$ cat src/rtl/core/sle_pkg.sv
`default_nettype none
// ---------------------------------------------------------------------------
// sle_pkg
// shared types, character codes and command/status bundles of the line editor
// ---------------------------------------------------------------------------
package sle_pkg;

    localparam int MAX_CHARS = 16;
    localparam int CNT_W     = $clog2(MAX_CHARS);

    localparam logic [7:0] CH_BS    = 8'd8;
    localparam logic [7:0] CH_LF    = 8'd10;
    localparam logic [7:0] CH_CR    = 8'd13;
    localparam logic [7:0] CH_SPACE = 8'd32;
    localparam logic [7:0] CH_TILDE = 8'd126;
    localparam logic [7:0] CH_DEL   = 8'd127;
    localparam logic [7:0] CH_GT    = 8'd62;

    localparam logic FUNC_BYTE = 1'b0;
    localparam logic FUNC_DONE = 1'b1;

    localparam logic KIND_ECHO = 1'b0;
    localparam logic KIND_LINE = 1'b1;

    // new line followed by the prompt
    localparam logic [7:0] CRLF_PROMPT_SEQ [5] = '{CH_LF, CH_CR, CH_GT, CH_GT, CH_SPACE};
    localparam logic [7:0] ERASE_SEQ [3]       = '{CH_BS, CH_SPACE, CH_BS};

    typedef struct packed {
        logic       func;
        logic [7:0] rx_byte;
    } in_item_t;

    typedef struct packed {
        logic       out_kind;
        logic [7:0] out_byte;
        logic       last;
    } out_item_t;

    typedef enum logic [1:0] {
        SRC_CONST,
        SRC_RX,
        SRC_LINE
    } emit_src_t;

    typedef struct packed {
        logic       rx_load;
        logic       store_wr;
        logic       count_dec;
        logic       count_clr;
        logic       ptr_clr;
        logic       ptr_inc;
        logic       emit;
        emit_src_t  emit_src;
        logic       emit_kind;
        logic [7:0] emit_byte;
        logic       emit_last;
    } sle_cmd_t;

    typedef struct packed {
        logic out_free;
        logic count_zero;
        logic count_full;
        logic line_last;
    } sle_stat_t;

endpackage
`default_nettype wire

$ cat src/rtl/core/serial_line_editor_unit.sv
`default_nettype none
// ---------------------------------------------------------------------------
// serial_line_editor_unit
// terminal line editor: echo, backspace, prompt and line submission
// ---------------------------------------------------------------------------
// in_item carries either a received byte (func 0) or a command-done event
// (func 1); out_item carries echo bytes (out_kind 0) and bytes of a
// submitted line (out_kind 1), with last set on the final result of an item.
// Both channels use valid/ready. Items are handled one at a time: in_ready
// is high only while the controller sits idle, and items that cause no
// result leave it idle. Results leave one per cycle, while the output is
// free, through a single output register. An item occupies the block until
// the result sequencer has issued all its results: the echoed byte, the
// erase sequence, line feed, carriage return and prompt, or line feed,
// carriage return and the line bytes of a submit. A stalled out_ready holds
// the output register and pauses the sequencer; no result is lost. Reset
// clears the character count and the waiting flag, and the block starts in
// idle with no result pending; the line store needs no clearing.
// ---------------------------------------------------------------------------
module serial_line_editor_unit (
    input  wire logic               clk,
    input  wire logic               rst_n,
    input  wire logic               in_valid,
    output logic                    in_ready,
    input  wire sle_pkg::in_item_t  in_item,
    output logic                    out_valid,
    input  wire logic               out_ready,
    output sle_pkg::out_item_t      out_item
);

    sle_pkg::sle_cmd_t  cmd;
    sle_pkg::sle_stat_t stat;

    sle_ctrl u_ctrl (
        .clk      (clk),
        .rst_n    (rst_n),
        .in_valid (in_valid),
        .in_ready (in_ready),
        .in_item  (in_item),
        .stat     (stat),
        .cmd      (cmd)
    );

    sle_datapath u_datapath (
        .clk       (clk),
        .rst_n     (rst_n),
        .in_item   (in_item),
        .cmd       (cmd),
        .stat      (stat),
        .out_valid (out_valid),
        .out_ready (out_ready),
        .out_item  (out_item)
    );

endmodule
`default_nettype wire

$ cat src/rtl/core/sle_datapath.sv
`default_nettype none
// ---------------------------------------------------------------------------
// sle_datapath
// line store, character count, read pointer and output register
// ---------------------------------------------------------------------------
module sle_datapath (
    input  wire logic               clk,
    input  wire logic               rst_n,
    input  wire sle_pkg::in_item_t  in_item,
    input  wire sle_pkg::sle_cmd_t  cmd,
    output sle_pkg::sle_stat_t      stat,
    output logic                    out_valid,
    input  wire logic               out_ready,
    output sle_pkg::out_item_t      out_item
);

    logic [7:0]              store [sle_pkg::MAX_CHARS];
    logic [sle_pkg::CNT_W-1:0] count_reg, count_next;
    logic [sle_pkg::CNT_W-1:0] ptr_reg, ptr_next;
    logic [7:0]              rd_data_reg;
    logic [7:0]              rx_reg;
    logic                    out_valid_reg, out_valid_next;
    sle_pkg::out_item_t      out_item_reg, out_item_next;

    always_comb
    begin
        count_next = count_reg;
        if (cmd.count_clr)
        begin
            count_next = '0;
        end
        else if (cmd.store_wr)
        begin
            count_next = count_reg + 1'b1;
        end
        else if (cmd.count_dec)
        begin
            count_next = count_reg - 1'b1;
        end

        ptr_next = ptr_reg;
        if (cmd.ptr_clr)
        begin
            ptr_next = '0;
        end
        else if (cmd.ptr_inc)
        begin
            ptr_next = ptr_reg + 1'b1;
        end
    end

    always_comb
    begin
        out_item_next = out_item_reg;
        if (cmd.emit)
        begin
            out_item_next.out_kind = cmd.emit_kind;
            out_item_next.last     = cmd.emit_last;
            case (cmd.emit_src)
                sle_pkg::SRC_RX:   out_item_next.out_byte = rx_reg;
                sle_pkg::SRC_LINE: out_item_next.out_byte = rd_data_reg;
                default:           out_item_next.out_byte = cmd.emit_byte;
            endcase
        end
        if (cmd.emit)
        begin
            out_valid_next = 1'b1;
        end
        else if (out_ready)
        begin
            out_valid_next = 1'b0;
        end
        else
        begin
            out_valid_next = out_valid_reg;
        end
    end

    always_ff @(posedge clk or negedge rst_n)
    begin
        if (!rst_n)
        begin
            count_reg     <= '0;
            ptr_reg       <= '0;
            out_valid_reg <= 1'b0;
        end
        else
        begin
            count_reg     <= count_next;
            ptr_reg       <= ptr_next;
            out_valid_reg <= out_valid_next;
        end
    end

    // store and read port; read data follows the pointer with no lag
    always_ff @(posedge clk)
    begin
        if (cmd.store_wr)
        begin
            store[count_reg] <= in_item.rx_byte;
        end
        rd_data_reg <= store[ptr_next];
    end

    always_ff @(posedge clk)
    begin
        if (cmd.rx_load)
        begin
            rx_reg <= in_item.rx_byte;
        end
        out_item_reg <= out_item_next;
    end

    assign stat.out_free   = !out_valid_reg || out_ready;
    assign stat.count_zero = (count_reg == '0);
    assign stat.count_full = (count_reg == sle_pkg::CNT_W'(sle_pkg::MAX_CHARS - 1));
    assign stat.line_last  = (({1'b0, ptr_reg} + 1'b1) == {1'b0, count_reg});

    assign out_valid = out_valid_reg;
    assign out_item  = out_item_reg;

    a_emit_when_free : assert property (@(posedge clk) disable iff (!rst_n)
        cmd.emit |-> (!out_valid_reg || out_ready))
        else $error("result written over an item not yet taken");

    a_count_bound : assert property (@(posedge clk) disable iff (!rst_n)
        count_reg <= sle_pkg::CNT_W'(sle_pkg::MAX_CHARS - 1))
        else $error("character count beyond line size");

    a_line_in_range : assert property (@(posedge clk) disable iff (!rst_n)
        (cmd.emit && cmd.emit_src == sle_pkg::SRC_LINE) |-> (ptr_reg < count_reg))
        else $error("line byte read beyond written entries");

    a_no_underflow : assert property (@(posedge clk) disable iff (!rst_n)
        cmd.count_dec |-> (count_reg != '0))
        else $error("erase on empty line");

endmodule
`default_nettype wire

$ cat src/rtl/core/sle_ctrl.sv
`default_nettype none
// ---------------------------------------------------------------------------
// sle_ctrl
// decodes each input item and sequences its results one per cycle while the output is free
// ---------------------------------------------------------------------------
module sle_ctrl (
    input  wire logic               clk,
    input  wire logic               rst_n,
    input  wire logic               in_valid,
    output logic                    in_ready,
    input  wire sle_pkg::in_item_t  in_item,
    input  wire sle_pkg::sle_stat_t stat,
    output sle_pkg::sle_cmd_t       cmd
);

    typedef enum logic [2:0] {
        S_IDLE,
        S_ECHO,
        S_ERASE,
        S_PROMPT,
        S_SUBMIT,
        S_LINE
    } state_t;

    state_t     state_reg, state_next;
    logic [2:0] step_reg, step_next;
    logic       waiting_reg, waiting_next;
    logic       printable;

    assign printable = (in_item.rx_byte >= sle_pkg::CH_SPACE)
                    && (in_item.rx_byte <= sle_pkg::CH_TILDE);

    always_comb
    begin
        cmd          = '0;
        cmd.emit_src = sle_pkg::SRC_CONST;
        state_next   = state_reg;
        step_next    = step_reg;
        waiting_next = waiting_reg;
        in_ready     = 1'b0;

        unique case (state_reg)
            S_IDLE:
            begin
                in_ready = 1'b1;
                if (in_valid)
                begin
                    cmd.rx_load = 1'b1;
                    step_next   = '0;
                    if (waiting_reg)
                    begin
                        // bytes are dropped until the command is done
                        if (in_item.func == sle_pkg::FUNC_DONE)
                        begin
                            state_next   = S_PROMPT;
                            waiting_next = 1'b0;
                        end
                    end
                    else if (in_item.func == sle_pkg::FUNC_BYTE)
                    begin
                        unique case (in_item.rx_byte) inside
                            sle_pkg::CH_CR, sle_pkg::CH_LF:
                            begin
                                cmd.ptr_clr = 1'b1;
                                state_next  = stat.count_zero ? S_PROMPT : S_SUBMIT;
                            end
                            sle_pkg::CH_BS, sle_pkg::CH_DEL:
                            begin
                                if (!stat.count_zero)
                                begin
                                    cmd.count_dec = 1'b1;
                                    state_next    = S_ERASE;
                                end
                            end
                            default:
                            begin
                                if (printable)
                                begin
                                    // a full line still echoes but keeps its bytes
                                    cmd.store_wr = !stat.count_full;
                                    state_next   = S_ECHO;
                                end
                            end
                        endcase
                    end
                end
            end
            S_ECHO:
            begin
                if (stat.out_free)
                begin
                    cmd.emit      = 1'b1;
                    cmd.emit_src  = sle_pkg::SRC_RX;
                    cmd.emit_kind = sle_pkg::KIND_ECHO;
                    cmd.emit_last = 1'b1;
                    state_next    = S_IDLE;
                end
            end
            S_ERASE:
            begin
                if (stat.out_free)
                begin
                    cmd.emit      = 1'b1;
                    cmd.emit_kind = sle_pkg::KIND_ECHO;
                    cmd.emit_byte = sle_pkg::ERASE_SEQ[step_reg[1:0]];
                    cmd.emit_last = (step_reg == 3'd2);
                    step_next     = step_reg + 1'b1;
                    if (step_reg == 3'd2)
                    begin
                        state_next = S_IDLE;
                    end
                end
            end
            S_PROMPT:
            begin
                if (stat.out_free)
                begin
                    cmd.emit      = 1'b1;
                    cmd.emit_kind = sle_pkg::KIND_ECHO;
                    cmd.emit_byte = sle_pkg::CRLF_PROMPT_SEQ[step_reg];
                    cmd.emit_last = (step_reg == 3'd4);
                    step_next     = step_reg + 1'b1;
                    if (step_reg == 3'd4)
                    begin
                        state_next = S_IDLE;
                    end
                end
            end
            S_SUBMIT:
            begin
                // line feed and carriage return ahead of the line bytes
                if (stat.out_free)
                begin
                    cmd.emit      = 1'b1;
                    cmd.emit_kind = sle_pkg::KIND_ECHO;
                    cmd.emit_byte = sle_pkg::CRLF_PROMPT_SEQ[step_reg];
                    step_next     = step_reg + 1'b1;
                    if (step_reg == 3'd1)
                    begin
                        state_next = S_LINE;
                    end
                end
            end
            S_LINE:
            begin
                if (stat.out_free)
                begin
                    cmd.emit      = 1'b1;
                    cmd.emit_src  = sle_pkg::SRC_LINE;
                    cmd.emit_kind = sle_pkg::KIND_LINE;
                    cmd.emit_last = stat.line_last;
                    cmd.ptr_inc   = 1'b1;
                    if (stat.line_last)
                    begin
                        cmd.count_clr = 1'b1;
                        waiting_next  = 1'b1;
                        state_next    = S_IDLE;
                    end
                end
            end
            default:
            begin
                state_next = S_IDLE;
            end
        endcase
    end

    always_ff @(posedge clk or negedge rst_n)
    begin
        if (!rst_n)
        begin
            state_reg   <= S_IDLE;
            step_reg    <= '0;
            waiting_reg <= 1'b0;
        end
        else
        begin
            state_reg   <= state_next;
            step_reg    <= step_next;
            waiting_reg <= waiting_next;
        end
    end

    a_line_nonempty : assert property (@(posedge clk) disable iff (!rst_n)
        (state_reg == S_LINE) |-> !stat.count_zero)
        else $error("line emission with empty line");

    a_wait_after_submit : assert property (@(posedge clk) disable iff (!rst_n)
        (cmd.emit && cmd.emit_src == sle_pkg::SRC_LINE && cmd.emit_last) |=> waiting_reg)
        else $error("submit did not enter waiting");

endmodule
`default_nettype wire

$ cat config.mk
export PLATFORM = sky130hd
export DESIGN_NAME = serial_line_editor_unit
export DESIGN_NICKNAME = d
export VERILOG_FILES = /design/src/rtl/core/sle_pkg.sv /design/src/rtl/core/serial_line_editor_unit.sv /design/src/rtl/core/sle_datapath.sv /design/src/rtl/core/sle_ctrl.sv
export SDC_FILE = /design/constraint.sdc
export NUM_CORES = 1
export LEC_CHECK = 0
export BUFFER_PORTS_ARGS = -buffer_cell sky130_fd_sc_hd__buf_2
export CAP_MARGIN = 20
export CORE_MARGIN = 3
export CORE_UTILIZATION = 45
export CTS_CLUSTER_DIAMETER = 150
export CTS_CLUSTER_SIZE = 40
export DETAILED_ROUTE_END_ITERATION = 6
export PLACE_DENSITY = 0.73
export SLEW_MARGIN = 20
export SYNTH_ARGS = -nofsm -noshare
export SYNTH_HDL_FRONTEND = slang
export SYNTH_SLANG_ARGS = --single-unit
$ cat constraint.sdc
create_clock -name clk -period 3.1 [get_ports clk]
set_input_delay 0.155 -clock clk [delete_from_list [all_inputs] [get_ports clk]]
set_output_delay 0.155 -clock clk [all_outputs]
set_load 0.03 [all_outputs]
==> metrics.txt <==
WP data required 3390 ps; worst r2r src u_ctrl.state_reg[1]$_DFFE_PN0P_; initial antenna violation count 0; Fin. Hold Viols 0; distinct cell type count after synthesis ~60; Clk pwr share 31.4%; Post-Synth XOR/XNOR Area between 1 and 1.5%; post-synthesis simple-gate area fraction 9.40%; hold crit path type input port to register; Peak VDD IR 0.000454 V; DRT Pass-1 Iters 5; run status finished, final reports clean; Ys Warns 0; antenna viol nets, final 0; most common cell in the netlist edfxtp_1; die height 134 µm; slowest CP cell or3_4; grt ovf 0; mux cell area share after synthesis 4.67%; footprint of the multi-input gates between 0.002 and 0.0025 mm²; Compound-Gate Fraction of Synth Area between 10% and 20%; Worst setup EP type register; CTS sink count 170; Site Rows 46; pin count of the biggest net entering global routing 22; number of global-route vias before repair a little under 5k; first-pass GRT wire length 27.6 mm; adder-cell share of the synthesized area 2.13%; pwr/cell area between 700 and 800 mW/mm²; TNS Setup 0 ps; Clock Skew around 8.5 ps; Port Buf Inserts 24; GP Congestion around 1.0; GRT Total Usage just over 20%; post-synth top area share between 50% and 60%; actual slew at the worst max-slew pin slightly below 800 ps; Clock transition at path regs ~70 ps; Final nets ~630; CP arrival roughly 3200 ps; register bit total from synthesis between 150 and 200; Avg WL per Cell about 21 µm; number of synthesized flops with an enable pin approximately 150; TritonCTS buffer count 17; # fillers ~1.3k; Leak 0.00306 µW; Initial Util 46.3%; final period utilization a little over 90%; die area between 0.015 and 0.02 mm²; Reg power frac between 40 and 50%; Max-Cap Viols 0; Internal Pwr Total 4480 µW; n_diodes 0; Post-synth top cells edfxtp_1 (146), nor2_1 (42), mux2i_1 (30); core box area 0.0160 mm²; Sw Ratio roughly 33%; boundary pin count 25; Gate Count Post-Synth 540; DIE WIDTH around 130 µm; Comb power frac ~25%; most frequent CP cell buf_4; fraction of registers with async set or reset after synthesis about a tenth; Seq/Total Area, Yosys 66.8%; max frequency approximately 0.35 GHz; RSZ-0062 raised after global routing false; min Tclk post-route between 2000 and 3000 ps; ratio of cells with drive above 1 in the final layout a little under a fifth; Crit Path Category register to register; syn avg cell area about 14 µm²; CTS tree yes; hold_ws 82.0 ps; Slew HR 47.1%; Setup Viol. Count Final 0; Post-synth top flop edfxtp_1; Yosys top cell by area edfxtp_1; P_sw between 2000 and 2500 µW; ranking of synthesized cells by area edfxtp_1 (59%), dfrtp_1 (5.4%), mux2i_1 (4.1%); Syn-to-layout area delta 17.4%; R2R Setup Slk 210 ps; clock buffer depth 2; crit-path max cell delay around 430 ps; via/cell ratio 5.97; CTS Root Cell clkbuf_16; DRT Wirelength between 15 and 20 mm; Hold Path Origin in_item[1]; routed via count between 4k and 5k; Slew Limit Fails 0; Seq. cell area about 0.005 mm²; Cell Area, Synth 0.00740 mm²; worst-path cell chain or3_4 > or3_1 > buf_4 > o22ai_4 > buf_4 > nand3b_1 > nor2_1 > a221oi_1 > o311ai_1; Residual DRC 0; Worst setup SP type register; crit path launch u_ctrl.state_reg[1]$_DFFE_PN0P_; DP HPWL between 10 and 15 mm; htree depth 4; worst-path maximum fanout 21; worst skew pair latency roughly 430 ps; Largest register FFs between 100 and 150; main combinational cell family by area after synthesis compound AO/OA/AOI/OAI gates; DRT iter0 DRCs 608
worst paths after layout:
kind,endpoint,cells past startpoint
hold reg to reg,u_ctrl.waiting_reg$_DFFE_PN0P_,2
setup / recovery,u_datapath.rd_data_reg[1]$_DFF_P_,9
setup reg to reg,u_datapath.rd_data_reg[1]$_DFF_P_,9
max in group asynchronous,u_datapath.ptr_reg[1]$_DFF_PN0_,2
hold / removal,u_datapath.store[1][1]$_DFFE_PP_,1
min in group asynchronous,u_ctrl.state_reg[2]$_DFFE_PN0P_,2
cells in the final DEF, fill, tap and decap left out, types with 14 or more instances in the layout:
cell type / Yosys / final
a221oi_1: 15 / 15
buf_2: 3 / 24
buf_4: 0 / 45
nor3_1: 16 / 16
nand2_1: 20 / 20
dfrtp_1: 16 / 16
nor2_1: 42 / 42
o21ai_0: 19 / 19
clkbuf_16: 0 / 17
mux2i_1: 30 / 30
inv_1: 14 / 14
edfxtp_1: 146 / 146
through the flow:
| step | power [µW] | cell area (µm²) | utilization [%] | setup slack [ps] | std cells |
|---|---|---|---|---|---|
| 6_report | 6640 | 8690 | 54.3 | 208 | 836 |
| 5_1_grt | 6950 | 8690 | 54.3 | 27.7 | 836 |
| 4_1_cts | 6640 | 8660 | 54.1 | 150 | 835 |
| 3_5_place_dp | 4560 | 8060 | 50.4 | 179 | 802 |
| 3_3_place_gp | 4510 | 8060 | 50.4 | 261 | 802 |
| 2_1_floorplan | 4060 | 7430 | - | 15.5 | 547 |
logic make-up after synthesis:
group                      after synthesis
other                                    1
muxes                                   32
AOI/OAI and AO/OA                      132
buffers and inverters                   49
xor gates and xnor gates                 9
and+or+nand+nor                        135
DFF                                    170
adders and majority gates               12
layer usage:
metal | GRT usage (%) | share of wire, % | vias to the layer above
met1 | 27.5 | 42 | 2447
met5 | 0 | 0 | -
met3 | 3.64 | 7.2 | 41
met2 | 33.0 | 48 | 256
met4 | 8.54 | 3.3 | 0
li1 | - | - | 2245
critical path, delay by kind of cell (launching register included):
kind | cells | cell delay (ps)
and+or+nand+nor | 4 | 1240
AOI/OAI and AO/OA | 3 | 650
buffers and inverters | 2 | 450
DFF | 1 | 410
repair_timing:
item,in CTS,in global routing
hold buffers,1,0
buffers inserted,0,1
resized for setup,0,2
setup endpoints to repair,0,8
hold endpoints to repair,16,0
cell type report:
cell class	instances	area share (%)
flip-flops and latches	170	56.9
well taps	216	3.11
clock buffers	17	4.90
clock inverters	15	1.86
repair buffers	72	5.85
multi-input cells	328	26.6
inverters	18	0.778
power groups by stage:
stage | registers, µW | logic [µW] | clock network, µW
2_1_floorplan | 2970 | 1080 | 0
3_3_place_gp | 2950 | 1560 | 0
3_5_place_dp | 2970 | 1590 | 0
4_1_cts | 2920 | 1600 | 2120
5_1_grt | 2940 | 1790 | 2220
6_report | 2920 | 1630 | 2090
(Power assumes the default switching activity.)
